===== src/rtl/ps2mct_pkg.sv =====
package ps2mct_pkg;

    // Cursor coordinate width; the limit registers stay at their own fixed width.
    localparam int COORD_BITS = 12;
    localparam int LIMIT_BITS = 13;
    localparam int BYTE_BITS  = 8;
    localparam int BTN_BITS   = 3;
    localparam int DELTA_BITS = BYTE_BITS + 1;

    // Working width for the clamp: holds the largest limit and the signed sum.
    localparam int CMP_BITS  = (LIMIT_BITS > COORD_BITS + 1) ? LIMIT_BITS : COORD_BITS + 1;
    localparam int CALC_BITS = CMP_BITS + 2;

    // Request kinds
    localparam logic KIND_DATA  = 1'b0;
    localparam logic KIND_QUERY = 1'b1;

    // Configuration register indexes
    localparam int CFG_IDX_BITS = 2;
    localparam logic [CFG_IDX_BITS-1:0] REG_ENABLE        = 2'd0;
    localparam logic [CFG_IDX_BITS-1:0] REG_SCREEN_WIDTH  = 2'd1;
    localparam logic [CFG_IDX_BITS-1:0] REG_SCREEN_HEIGHT = 2'd2;

    // Packet framing
    localparam int SYNC_BIT_POS = 3;
    localparam int LEFT_BIT_POS = 0;
    localparam logic [1:0] LAST_BYTE = 2'd2;

    // Reset values
    localparam logic [LIMIT_BITS-1:0] WIDTH_RST  = LIMIT_BITS'(1024);
    localparam logic [LIMIT_BITS-1:0] HEIGHT_RST = LIMIT_BITS'(768);
    localparam logic [COORD_BITS-1:0] POS_X_RST  = COORD_BITS'(1024 / 2);
    localparam logic [COORD_BITS-1:0] POS_Y_RST  = COORD_BITS'(768 / 2);

    typedef struct packed {
        logic                  enable;
        logic [LIMIT_BITS-1:0] screen_width;
        logic [LIMIT_BITS-1:0] screen_height;
    } t_cfg;

    typedef struct packed {
        logic [COORD_BITS-1:0] cursor_x;
        logic [COORD_BITS-1:0] cursor_y;
        logic [BTN_BITS-1:0]   buttons;
        logic                  click;
        logic                  packet_done;
    } t_result;

endpackage


===== src/rtl/ps2mct_clamp.sv =====
module ps2mct_clamp (
    input  logic [ps2mct_pkg::COORD_BITS-1:0]        i_pos,
    input  logic signed [ps2mct_pkg::DELTA_BITS-1:0] i_delta,
    input  logic [ps2mct_pkg::LIMIT_BITS-1:0]        i_limit,
    output logic [ps2mct_pkg::COORD_BITS-1:0]        o_pos
);

    localparam int VW = ps2mct_pkg::CALC_BITS;
    localparam logic signed [VW-1:0] MAX_LIM = VW'(1) << ps2mct_pkg::COORD_BITS;

    logic signed [VW-1:0] lim;
    logic signed [VW-1:0] sum;

    always_comb begin
        // zero acts as one, oversize acts as the full coordinate range
        lim = $signed(VW'(i_limit));
        if (lim == VW'(0)) begin
            lim = VW'(1);
        end
        if (lim > MAX_LIM) begin
            lim = MAX_LIM;
        end
        sum = $signed(VW'(i_pos)) + $signed(VW'(i_delta));
        if (sum < $signed(VW'(0))) begin
            o_pos = '0;
        end else if (sum >= lim) begin
            o_pos = ps2mct_pkg::COORD_BITS'(lim - VW'(1));
        end else begin
            o_pos = ps2mct_pkg::COORD_BITS'(sum);
        end
    end

endmodule


===== src/rtl/ps2mct_core.sv =====
module ps2mct_core (
    input  logic                                 i_clk,
    input  logic                                 i_rst_n,
    input  logic                                 i_advance,
    input  logic                                 i_kind,
    input  logic [ps2mct_pkg::BYTE_BITS-1:0]     i_data_byte,
    input  ps2mct_pkg::t_cfg                     i_cfg,
    output ps2mct_pkg::t_result                  o_result
);

    logic [1:0]                           r_byte_count, n_byte_count;
    logic [ps2mct_pkg::BYTE_BITS-1:0]     r_byte0, n_byte0;
    logic [ps2mct_pkg::BYTE_BITS-1:0]     r_byte1, n_byte1;
    logic [ps2mct_pkg::COORD_BITS-1:0]    r_pos_x, n_pos_x;
    logic [ps2mct_pkg::COORD_BITS-1:0]    r_pos_y, n_pos_y;
    logic [ps2mct_pkg::BTN_BITS-1:0]      r_buttons, n_buttons;
    logic                                 r_prev_left, n_prev_left;
    logic                                 r_click_flag, n_click_flag;

    logic signed [ps2mct_pkg::DELTA_BITS-1:0] delta_x, delta_y;
    logic [ps2mct_pkg::COORD_BITS-1:0]        moved_x, moved_y;
    logic                                     take_byte;
    logic                                     left;
    logic                                     click;
    logic                                     done;

    // X delta from byte 1, Y delta from the current byte, negated
    assign delta_x = $signed({r_byte1[ps2mct_pkg::BYTE_BITS-1], r_byte1});
    assign delta_y = -$signed({i_data_byte[ps2mct_pkg::BYTE_BITS-1], i_data_byte});

    ps2mct_clamp u_clamp_x (
        .i_pos   (r_pos_x),
        .i_delta (delta_x),
        .i_limit (i_cfg.screen_width),
        .o_pos   (moved_x)
    );

    ps2mct_clamp u_clamp_y (
        .i_pos   (r_pos_y),
        .i_delta (delta_y),
        .i_limit (i_cfg.screen_height),
        .o_pos   (moved_y)
    );

    always_comb begin
        n_byte_count = r_byte_count;
        n_byte0      = r_byte0;
        n_byte1      = r_byte1;
        n_pos_x      = r_pos_x;
        n_pos_y      = r_pos_y;
        n_buttons    = r_buttons;
        n_prev_left  = r_prev_left;
        n_click_flag = r_click_flag;
        click        = 1'b0;
        done         = 1'b0;
        left         = r_byte0[ps2mct_pkg::LEFT_BIT_POS];

        // drop a byte without the sync bit at packet start
        take_byte = (i_kind == ps2mct_pkg::KIND_DATA) && i_cfg.enable &&
                    !((r_byte_count == 2'd0) && !i_data_byte[ps2mct_pkg::SYNC_BIT_POS]);

        if (i_kind == ps2mct_pkg::KIND_QUERY) begin
            click        = r_click_flag;
            n_click_flag = 1'b0;
        end else if (take_byte) begin
            if (r_byte_count == ps2mct_pkg::LAST_BYTE) begin
                n_byte_count = 2'd0;
                n_pos_x      = moved_x;
                n_pos_y      = moved_y;
                n_buttons    = r_byte0[ps2mct_pkg::BTN_BITS-1:0];
                if (left && !r_prev_left) begin
                    n_click_flag = 1'b1;
                end
                n_prev_left  = left;
                done         = 1'b1;
            end else begin
                if (r_byte_count == 2'd0) begin
                    n_byte0 = i_data_byte;
                end else begin
                    n_byte1 = i_data_byte;
                end
                n_byte_count = r_byte_count + 2'd1;
            end
        end

        o_result.cursor_x    = n_pos_x;
        o_result.cursor_y    = n_pos_y;
        o_result.buttons     = n_buttons;
        o_result.click       = click;
        o_result.packet_done = done;
    end

    always_ff @(posedge i_clk) begin
        if (!i_rst_n) begin
            r_byte_count <= 2'd0;
            r_pos_x      <= ps2mct_pkg::POS_X_RST;
            r_pos_y      <= ps2mct_pkg::POS_Y_RST;
            r_buttons    <= '0;
            r_prev_left  <= 1'b0;
            r_click_flag <= 1'b0;
        end else if (i_advance) begin
            r_byte_count <= n_byte_count;
            r_pos_x      <= n_pos_x;
            r_pos_y      <= n_pos_y;
            r_buttons    <= n_buttons;
            r_prev_left  <= n_prev_left;
            r_click_flag <= n_click_flag;
        end
    end

    always_ff @(posedge i_clk) begin
        if (i_advance) begin
            r_byte0 <= n_byte0;
            r_byte1 <= n_byte1;
        end
    end

endmodule


===== src/rtl/ps2_mouse_cursor_tracker.sv =====
// PS/2 mouse cursor tracker. Feed it raw bytes from a PS/2 mouse (kind 0) or
// click queries (kind 1); it assembles standard three-byte packets, dropping
// any byte at packet start whose bit 3 is clear so that it regains sync, and
// on each full packet moves the cursor by the signed X delta and the negated
// Y delta, clamped to 0..screen_width-1 and 0..screen_height-1 (a limit of 0
// acts as 1, a limit above 4096 as 4096). Buttons come from the low three
// bits of byte 0; a rising edge of the left button sets a sticky click flag
// that a query returns and clears. Every request yields exactly one result
// carrying the current cursor, buttons, click and packet_done. Throughput
// is one request per clock while the consumer does not stall: a request
// waits in the input register, where the state update and both clamps
// settle, and moves into the result register, which drives the outputs,
// once that register is free or being emptied.
// Input stall rises only while the input register is full and the result
// register holds a result that the consumer is stalling. Configuration
// writes (enable, screen_width, screen_height) are always ready and are to
// be made while no request is in flight; enable resets to 0, so mouse bytes
// are ignored until it is set. A smaller limit takes effect at the next
// completed packet; the cursor does not jump when it is written.
module ps2_mouse_cursor_tracker (
    input  logic                                    i_clk,
    input  logic                                    i_rst_n,
    // request channel
    input  logic                                    i_in_valid,
    output logic                                    o_in_stall,
    input  logic                                    i_kind,
    input  logic [ps2mct_pkg::BYTE_BITS-1:0]        i_data_byte,
    // result channel
    output logic                                    o_out_valid,
    input  logic                                    i_out_stall,
    output logic [ps2mct_pkg::COORD_BITS-1:0]       o_cursor_x,
    output logic [ps2mct_pkg::COORD_BITS-1:0]       o_cursor_y,
    output logic [ps2mct_pkg::BTN_BITS-1:0]         o_buttons,
    output logic                                    o_click,
    output logic                                    o_packet_done,
    // configuration write channel
    input  logic                                    i_cfg_valid,
    output logic                                    o_cfg_ready,
    input  logic [ps2mct_pkg::CFG_IDX_BITS-1:0]     i_cfg_index,
    input  logic [ps2mct_pkg::LIMIT_BITS-1:0]       i_cfg_data
);

    logic                                 r_in_valid;
    logic                                 r_kind;
    logic [ps2mct_pkg::BYTE_BITS-1:0]     r_data_byte;
    logic                                 r_out_valid;
    ps2mct_pkg::t_result                  r_result;
    ps2mct_pkg::t_cfg                     r_cfg;
    ps2mct_pkg::t_result                  n_result;
    logic                                 advance;
    logic                                 in_take;

    // Move the held request into the result register when that slot is free
    // or being emptied this cycle.
    assign advance    = r_in_valid && (!r_out_valid || !i_out_stall);
    assign o_in_stall = r_in_valid && !advance;
    assign in_take    = i_in_valid && !o_in_stall;

    assign o_cfg_ready = 1'b1;

    // Hold the configuration; an index beyond the list is dropped.
    always_ff @(posedge i_clk) begin
        if (!i_rst_n) begin
            r_cfg.enable        <= 1'b0;
            r_cfg.screen_width  <= ps2mct_pkg::WIDTH_RST;
            r_cfg.screen_height <= ps2mct_pkg::HEIGHT_RST;
        end else if (i_cfg_valid && o_cfg_ready) begin
            case (i_cfg_index)
                ps2mct_pkg::REG_ENABLE: begin
                    r_cfg.enable <= i_cfg_data[0];
                end
                ps2mct_pkg::REG_SCREEN_WIDTH: begin
                    r_cfg.screen_width <= i_cfg_data;
                end
                ps2mct_pkg::REG_SCREEN_HEIGHT: begin
                    r_cfg.screen_height <= i_cfg_data;
                end
                default: begin
                end
            endcase
        end
    end

    // Input register: capture a new request, or drain when it advances.
    always_ff @(posedge i_clk) begin
        if (!i_rst_n) begin
            r_in_valid <= 1'b0;
        end else if (in_take) begin
            r_in_valid <= 1'b1;
        end else if (advance) begin
            r_in_valid <= 1'b0;
        end
    end

    always_ff @(posedge i_clk) begin
        if (in_take) begin
            r_kind      <= i_kind;
            r_data_byte <= i_data_byte;
        end
    end

    // Decoder state and the per-request update
    ps2mct_core u_core (
        .i_clk       (i_clk),
        .i_rst_n     (i_rst_n),
        .i_advance   (advance),
        .i_kind      (r_kind),
        .i_data_byte (r_data_byte),
        .i_cfg       (r_cfg),
        .o_result    (n_result)
    );

    // Result register: load on advance, release once the consumer takes it.
    always_ff @(posedge i_clk) begin
        if (!i_rst_n) begin
            r_out_valid <= 1'b0;
        end else if (advance) begin
            r_out_valid <= 1'b1;
        end else if (!i_out_stall) begin
            r_out_valid <= 1'b0;
        end
    end

    always_ff @(posedge i_clk) begin
        if (advance) begin
            r_result <= n_result;
        end
    end

    assign o_out_valid   = r_out_valid;
    assign o_cursor_x    = r_result.cursor_x;
    assign o_cursor_y    = r_result.cursor_y;
    assign o_buttons     = r_result.buttons;
    assign o_click       = r_result.click;
    assign o_packet_done = r_result.packet_done;

endmodule


===== config.mk =====
export PLATFORM = sky130hd
export DESIGN_NAME = ps2_mouse_cursor_tracker
export DESIGN_NICKNAME = d
export VERILOG_FILES = /design/src/rtl/ps2mct_pkg.sv /design/src/rtl/ps2mct_clamp.sv /design/src/rtl/ps2mct_core.sv /design/src/rtl/ps2_mouse_cursor_tracker.sv
export SDC_FILE = /design/constraint.sdc
export NUM_CORES = 1
export LEC_CHECK = 0
export ABC_CLOCK_PERIOD_IN_PS = 5400
export BUFFER_PORTS_ARGS = -buffer_cell sky130_fd_sc_hd__buf_2
export CAP_MARGIN = 20
export CORE_UTILIZATION = 45
export DETAILED_ROUTE_END_ITERATION = 6
export GPL_TIMING_DRIVEN = 0
export PLACE_DENSITY_LB_ADDON = 0.25
export SLEW_MARGIN = 25
export SYNTH_ARGS = -nofsm -noshare
export SYNTH_HDL_FRONTEND = slang
export SYNTH_SLANG_ARGS = --single-unit

===== constraint.sdc =====
create_clock -name i_clk -period 5.4 [get_ports i_clk]
set_input_delay 1.35 -clock i_clk [delete_from_list [all_inputs] [get_ports i_clk]]
set_output_delay 1.35 -clock i_clk [all_outputs]
set_load 0.005 [all_outputs]

==> metrics.cfg, run 1 <==
[floorplanning]
fp.dieArea_um2=15200
rows=43
coreArea_um2=14100
ios=61
start_util_pct=47.0
die_w_um=123
dieHeight_um=123

[drt]
remaining_drc_errors=0
routed_wl_mm=16.2
ant_nets=0
vias_per_cell=5.64
wl_per_cell_um=16.5
drt_iter0_drc=402
dr.pass1.iters=6
vias=5548

[cells_and_area]
diodes=0
syn_to_final_growth_pct=12.8
drive_gt1_share_pct=12.1
nFillCells=1297
final_cell_area_um2=7470
fin_nets=881
final_cells=983
utilization_pct=53.0

[yosys]
synth_edf_count=49
synth_ff_type=dfxtp_1
avgSynthCellArea_um2=9.11
yosys.cell_types.count=67
synthCells=727
async_flop_share_pct=0
yosysWarnings=0
syn-num-nets=810
ys_seq_area_share_pct=40.4
ys_ff_latch=109
syn_area_um2=6620

[sta]
max_freq_mhz=225
fin_crit_ns=4.44
rsz0062_at_grt=no
finalSetupViolations=0
fin_skew_ns=0.0122
hold_violations=0
fin_hold_ws_ns=0.451
relSlewSlack_pct=30.9
fin_crit_sh_pct=82.2
slew_violations=0
tightest_slew_ns=1.03

[run]
drv_cap=0

[grt]
grt_pass1_vias=5275
grt_pass1_wl_mm=26.0
antenna_found_initial=0
grt_max_degree=21
grt.overflow.total=0
grtUsageTotal_pct=22.5

[cts]
cts_hold_buf=0
cts-root-buf=clkbuf_16
h-tree-depth=3
clock_path_buffers=2
ctsResizeCount=0
cts_sinks=109
cts_tree=built
insertion_delay_ns=0.36
clkTransAtPathRegs_ns=0.07
post_cts_buffers=0
numCtsBuffers=9

[min_path]
hold_class=register to register

[placement]
hpwl_mm=13.0
place.gp.congestion=0.920
place_area_um2=7180
placedCellCount=967
io_buffers=59

[worst_setup_path]
crit_path_end_kind=register
arrival_ns=4.54
start_kind=register
worst-path-max-fanout=10
cp.required_ns=5.50
critPathKind=register to register

[power]
p_leak_nw=3.03
total_power_mw=1.80
worst_ir_drop_vdd_v=0.000160
power_density_nw_per_um2=241

[run_status]
status=finished clean

-- power breakdown --
part	switching, mW	internal (mW)	total, mW
registers	0.0165	0.879	0.895
clock network	0.319	0.325	0.644
logic	0.157	0.106	0.263
total	0.492	1.31	1.80
-- final cells by class --
class	instances	area [um^2]	share of cell area [%]
Clock buffer	9	225	3.01
Multi-Input combinational cell	564	3730	49.9
Inverter	27	101	1.36
Clock inverter	7	65.1	0.871
Tap cell	180	225	3.01
Sequential cell	109	2670	35.8
Timing Repair Buffer	60	323	4.32
Buffer	27	131	1.76
-- kinds of logic after synthesis --
kind of cell               share of synthesized area [%]
xor gates and xnor gates                            4.08
adders and majority gates                           10.4
buffers and inverters                               3.51
DFF                                                 40.4
muxes                                               4.31
and+or+nand+nor                                     19.3
other                                             0.0566
AOI/OAI and AO/OA                                   17.9
-- worst paths after layout --
check / slack [ns] / startpoint / depth (start not counted) / end
worst max-delay path: 0.96 / r_data_byte[7]$_DFFE_PP_ / 17 / o_cursor_y[10]$_DFFE_PP_
worst min-delay path: 0.45 / r_data_byte[6]$_DFFE_PP_ / 0 / u_core.r_byte1[6]$_DFFE_PP_
worst max register to register: 0.96 / r_data_byte[7]$_DFFE_PP_ / 17 / o_cursor_y[10]$_DFFE_PP_
worst min register to register: 0.45 / r_data_byte[6]$_DFFE_PP_ / 0 / u_core.r_byte1[6]$_DFFE_PP_
-- flip-flops by register name, indices dropped and copies added, names as in the netlist --
register             cells
u_core.r_byte0           3
u_core.r_pos_x          12
o_cursor_x              12
u_core.r_byte1           8
u_core.r_pos_y          12
o_click                  1
u_core.r_byte_count      2
o_buttons                3
r_kind                   1
o_out_valid              1
u_core.r_buttons         3
u_core.r_click_flag      1
o_packet_done            1
r_cfg                   27
r_in_valid               1
o_cursor_y              12
u_core.r_prev_left       1
r_data_byte              8
-- cells in the final DEF (no fill, tap or decap), types with 4 or more instances in the layout --
cell type,instances
o22ai_1,4
nor3_1,16
o21ai_1,22
o311ai_1,4
nor2b_1,16
and2_1,7
clkbuf_16,9
clkbuf_1,21
a21o_1,6
nand3b_1,4
edfxtp_1,49
dfxtp_1,60
nand2_1,158
ha_1,52
a31oi_1,7
inv_1,25
o31ai_1,20
nor4_1,5
a211oi_1,5
nor2_1,34
o21ai_0,10
a21boi_0,26
and3_1,6
a21oi_1,21
nand3_1,15
o2111ai_1,4
xnor2_1,19
buf_2,59
xor2_1,10
o21bai_1,5
mux2i_1,24
o21a_1,9
-- stage by stage --
stage                     setup WS [ns]  setup TNS, ns
after detailed placement           1.03              0
after global routing              0.743              0
after global placement           -0.296          -5.62
after CTS                         0.993              0
final                             0.962              0
after floorplan                    1.08              0
-- metal layers --
layer,vias to the layer above,track usage (%),routed length [um]
met2,180,36.3,7290
li1,2755,-,-
met1,2596,31.1,7790
met4,0,5.87,217
met3,17,3.69,940
met5,-,0,0
-- critical path, cell delays in order, from the launching register on --
cell	delay (ns)
edfxtp_1	0.49
inv_1	0.27
ha_1	0.33
nand2_1	0.12
a21oi_1	0.05
a211o_1	0.31
a222oi_1	0.44
nor2b_1	0.22
xnor2_1	0.16
inv_1	0.07
ha_1	0.30
a21o_1	0.16
a21oi_1	0.18
o21ai_0	0.17
nor3_2	0.18
buf_4	0.24
mux2i_1	0.36
o21ai_1	0.12
-- cells in the mapped netlist (3+ instances only) --
cell	n	share of area, %
a211oi_1	5	0.57
a21boi_0	26	2.9
a21o_1	6	0.68
a21oi_1	21	1.6
a31oi_1	7	0.66
and2_1	7	0.66
and3_1	6	0.57
buf_6	3	0.51
clkbuf_1	21	1.2
dfxtp_1	60	18
edfxtp_1	49	22
ha_1	52	9.8
inv_1	25	1.4
mux2i_1	24	3.6
nand2_1	158	9.0
nand2b_1	3	0.28
nand3_1	15	1.1
nand3b_1	4	0.45
nor2_1	34	1.9
nor2b_1	16	1.5
nor3_1	16	1.2
nor4_1	5	0.47
o2111ai_1	4	0.53
o21a_1	9	1.0
o21ai_0	10	0.76
o21ai_1	22	1.7
o21bai_1	5	0.57
o22ai_1	4	0.38
o311ai_1	4	0.53
o31ai_1	20	2.3
o31ai_2	3	0.57
or3_1	3	0.28
xnor2_1	19	2.5
xor2_1	10	1.3
Power figures use the tool's default switching activity.
==> inputs of run 2 (changes only) <==
- ABC_AREA: unset -> 1
- ABC_CLOCK_PERIOD_IN_PS: 5400 -> 4350
- clock period: 5.4 -> 4.35 ns (I/O delays scaled with it)
==> run 2 against run 1 <==
Net effect: clock skew down 0.0029 ns; die area up 4.7%; critical path depth up 5; power up 36%; maximum frequency up 14%.
==> metrics.cfg, run 2 <==
[grt]
grt.overflow.total=0
grt_pass1_vias=5653
antenna_found_initial=0
grt_pass1_wl_mm=28.3
grt_max_degree=39
grtUsageTotal_pct=23.0

[cts]
post_cts_buffers=0
ctsResizeCount=0
insertion_delay_ns=0.36
numCtsBuffers=9
cts_hold_buf=0
cts-root-buf=clkbuf_16
cts_sinks=109
clock_path_buffers=2
h-tree-depth=3
cts_tree=built
clkTransAtPathRegs_ns=0.07

[drt]
dr.pass1.iters=5
wl_per_cell_um=15.1
ant_nets=0
vias_per_cell=5.28
routed_wl_mm=17.9
vias=6251
drt_iter0_drc=421
remaining_drc_errors=0

[worst_setup_path]
start_kind=register
crit_path_frequent_cell=nand2_1
arrival_ns=3.94
crit_path_end_kind=register
cp_top_family=adder cells
worst-path-max-fanout=10
crit_slowest_cell=fa_1
cp.required_ns=4.41
ff2ff_setup_slack_ns=0.47
crit_chain=ha_1, fa_1, a21oi_1, o21ai_0, xor2_1, ha_1, nand2_1, inv_1, nand2_1, o21ai_0, inv_1, nand2_1, nand2_1, nand2_1, nand2_1, nand2_1, nand2_1, nand2_1, clkbuf_1, nand3_1, nand3_1, o21ai_0
critPathMaxStageDelay_ns=0.45
critPathKind=register to register
cp_num_buf_inv=3

[yosys]
synth_top_cell_area_share_pct=21.2
yosys.cell_types.count=45
syn-num-nets=1004
synth_edf_count=49
synth_top_area_cell=edfxtp_1
yosysWarnings=0
syn_area_um2=6940
ys_ff_latch=109
synthCells=921
synth_common_cells=nand2_1, inv_1, nor2_1
avgSynthCellArea_um2=7.54
synth_ff_type=dfxtp_1
synthTopCellsByArea=edfxtp_1, dfxtp_1, nand2_1
yosysMostFrequentCell=nand2_1
async_flop_share_pct=0
ys_seq_area_share_pct=38.5

[cells_and_area]
layout_common_cells=nand2_1, inv_1, nor2_1
drive_gt1_share_pct=10.8
top_register=r_cfg
largest_reg_flops=27
final_common_cell=nand2_1
utilization_pct=51.4
syn_to_final_growth_pct=12.1
final_cell_area_um2=7780
fin_nets=1074
diodes=0
final_cells=1184

[min_path]
hold_class=register to register

[sta]
fin_crit_sh_pct=89.2
max_freq_mhz=258
slew_violations=0
fin_hold_ws_ns=0.475
tns_ns=0
rsz0062_at_grt=no
hold_violations=0
fin_crit_ns=3.88
relSlewSlack_pct=38.1
tightest_slew_ns=0.921
setup_slack_ns=0.468
finalSetupViolations=0
fin_skew_ns=0.00933

[placement]
hpwl_mm=13.7
place_ws_ns=0.522
placedCellCount=1168
place_area_um2=7470
io_buffers=59
place.gp.congestion=0.892

[power]
total_power_mw=2.46
worst_ir_drop_vdd_v=0.000261
p_leak_nw=3.67
power_density_nw_per_um2=316

[floorplanning]
start_util_pct=45.8
rows=45
fp.dieArea_um2=15900
dieHeight_um=126
coreArea_um2=15100
die_w_um=126
ios=61

[run]
drv_cap=0

[run_status]
status=finished clean

==> run 2: final cells by class <==
cell class | count | area, um^2
Clock inverter | 7 | 87.6
Inverter | 114 | 429
Tap cell | 188 | 235
Timing Repair Buffer | 59 | 295
Clock buffer | 9 | 225
Buffer | 31 | 161
Fill cell | 1471 | 7360
Sequential cell | 109 | 2670
Multi-Input combinational cell | 667 | 3680
==> run 2: routing by layer <==
layer | share of wire [%] | vias up | track usage (%)
met5 | 0 | - | 0
met4 | 2.3 | 0 | 7.44
met3 | 4.1 | 29 | 3.91
met2 | 49 | 134 | 40.2
met1 | 45 | 2890 | 28.7
li1 | - | 3198 | -
==> run 2: path summary, 6_finish.rpt <==
| kind | startpoint | end | cells after the start |
|---|---|---|---|
| min reg2reg | u_core.r_pos_y[0]$_SDFFE_PN0P_ | u_core.r_pos_y[0]$_SDFFE_PN0P_ | 2 |
| max | u_core.r_byte1[0]$_DFFE_PP_ | o_cursor_x[11]$_DFFE_PP_ | 22 |
| max reg2reg | u_core.r_byte1[0]$_DFFE_PP_ | o_cursor_x[11]$_DFFE_PP_ | 22 |
| min | u_core.r_pos_y[0]$_SDFFE_PN0P_ | u_core.r_pos_y[0]$_SDFFE_PN0P_ | 2 |
==> run 2: logic make-up after synthesis <==
| family | share of synthesized area (%) |
|---|---|
| AO/OA/AOI/OAI | 12.2 |
| buffers and inverters | 8.51 |
| flip-flops | 38.5 |
| AND/OR/NAND/NOR | 26.2 |
| adder cells (fa/ha/maj) | 9.95 |
| XOR/XNOR | 4.63 |
| other | 0.0540 |
==> run 2: power by group <==
part	leakage (nW)	switching, mW	internal, mW	total, mW
clock network	0.148	0.416	0.462	0.878
logic	2.57	0.286	0.160	0.446
registers	0.949	0.0285	1.10	1.13
==> run 2: worst reg2reg max path: stages, from the launching register on <==
cell and delay [ns]:
edfxtp_1 0.40, ha_1 0.25, fa_1 0.45, a21oi_1 0.24, o21ai_0 0.17, xor2_1 0.20
ha_1 0.32, nand2_1 0.05, inv_1 0.06, nand2_1 0.05, o21ai_0 0.15, inv_1 0.09
nand2_1 0.07, nand2_1 0.04, nand2_1 0.06, nand2_1 0.05, nand2_1 0.05, nand2_1 0.04
nand2_1 0.10, clkbuf_1 0.33, nand3_1 0.16, nand3_1 0.11, o21ai_0 0.15
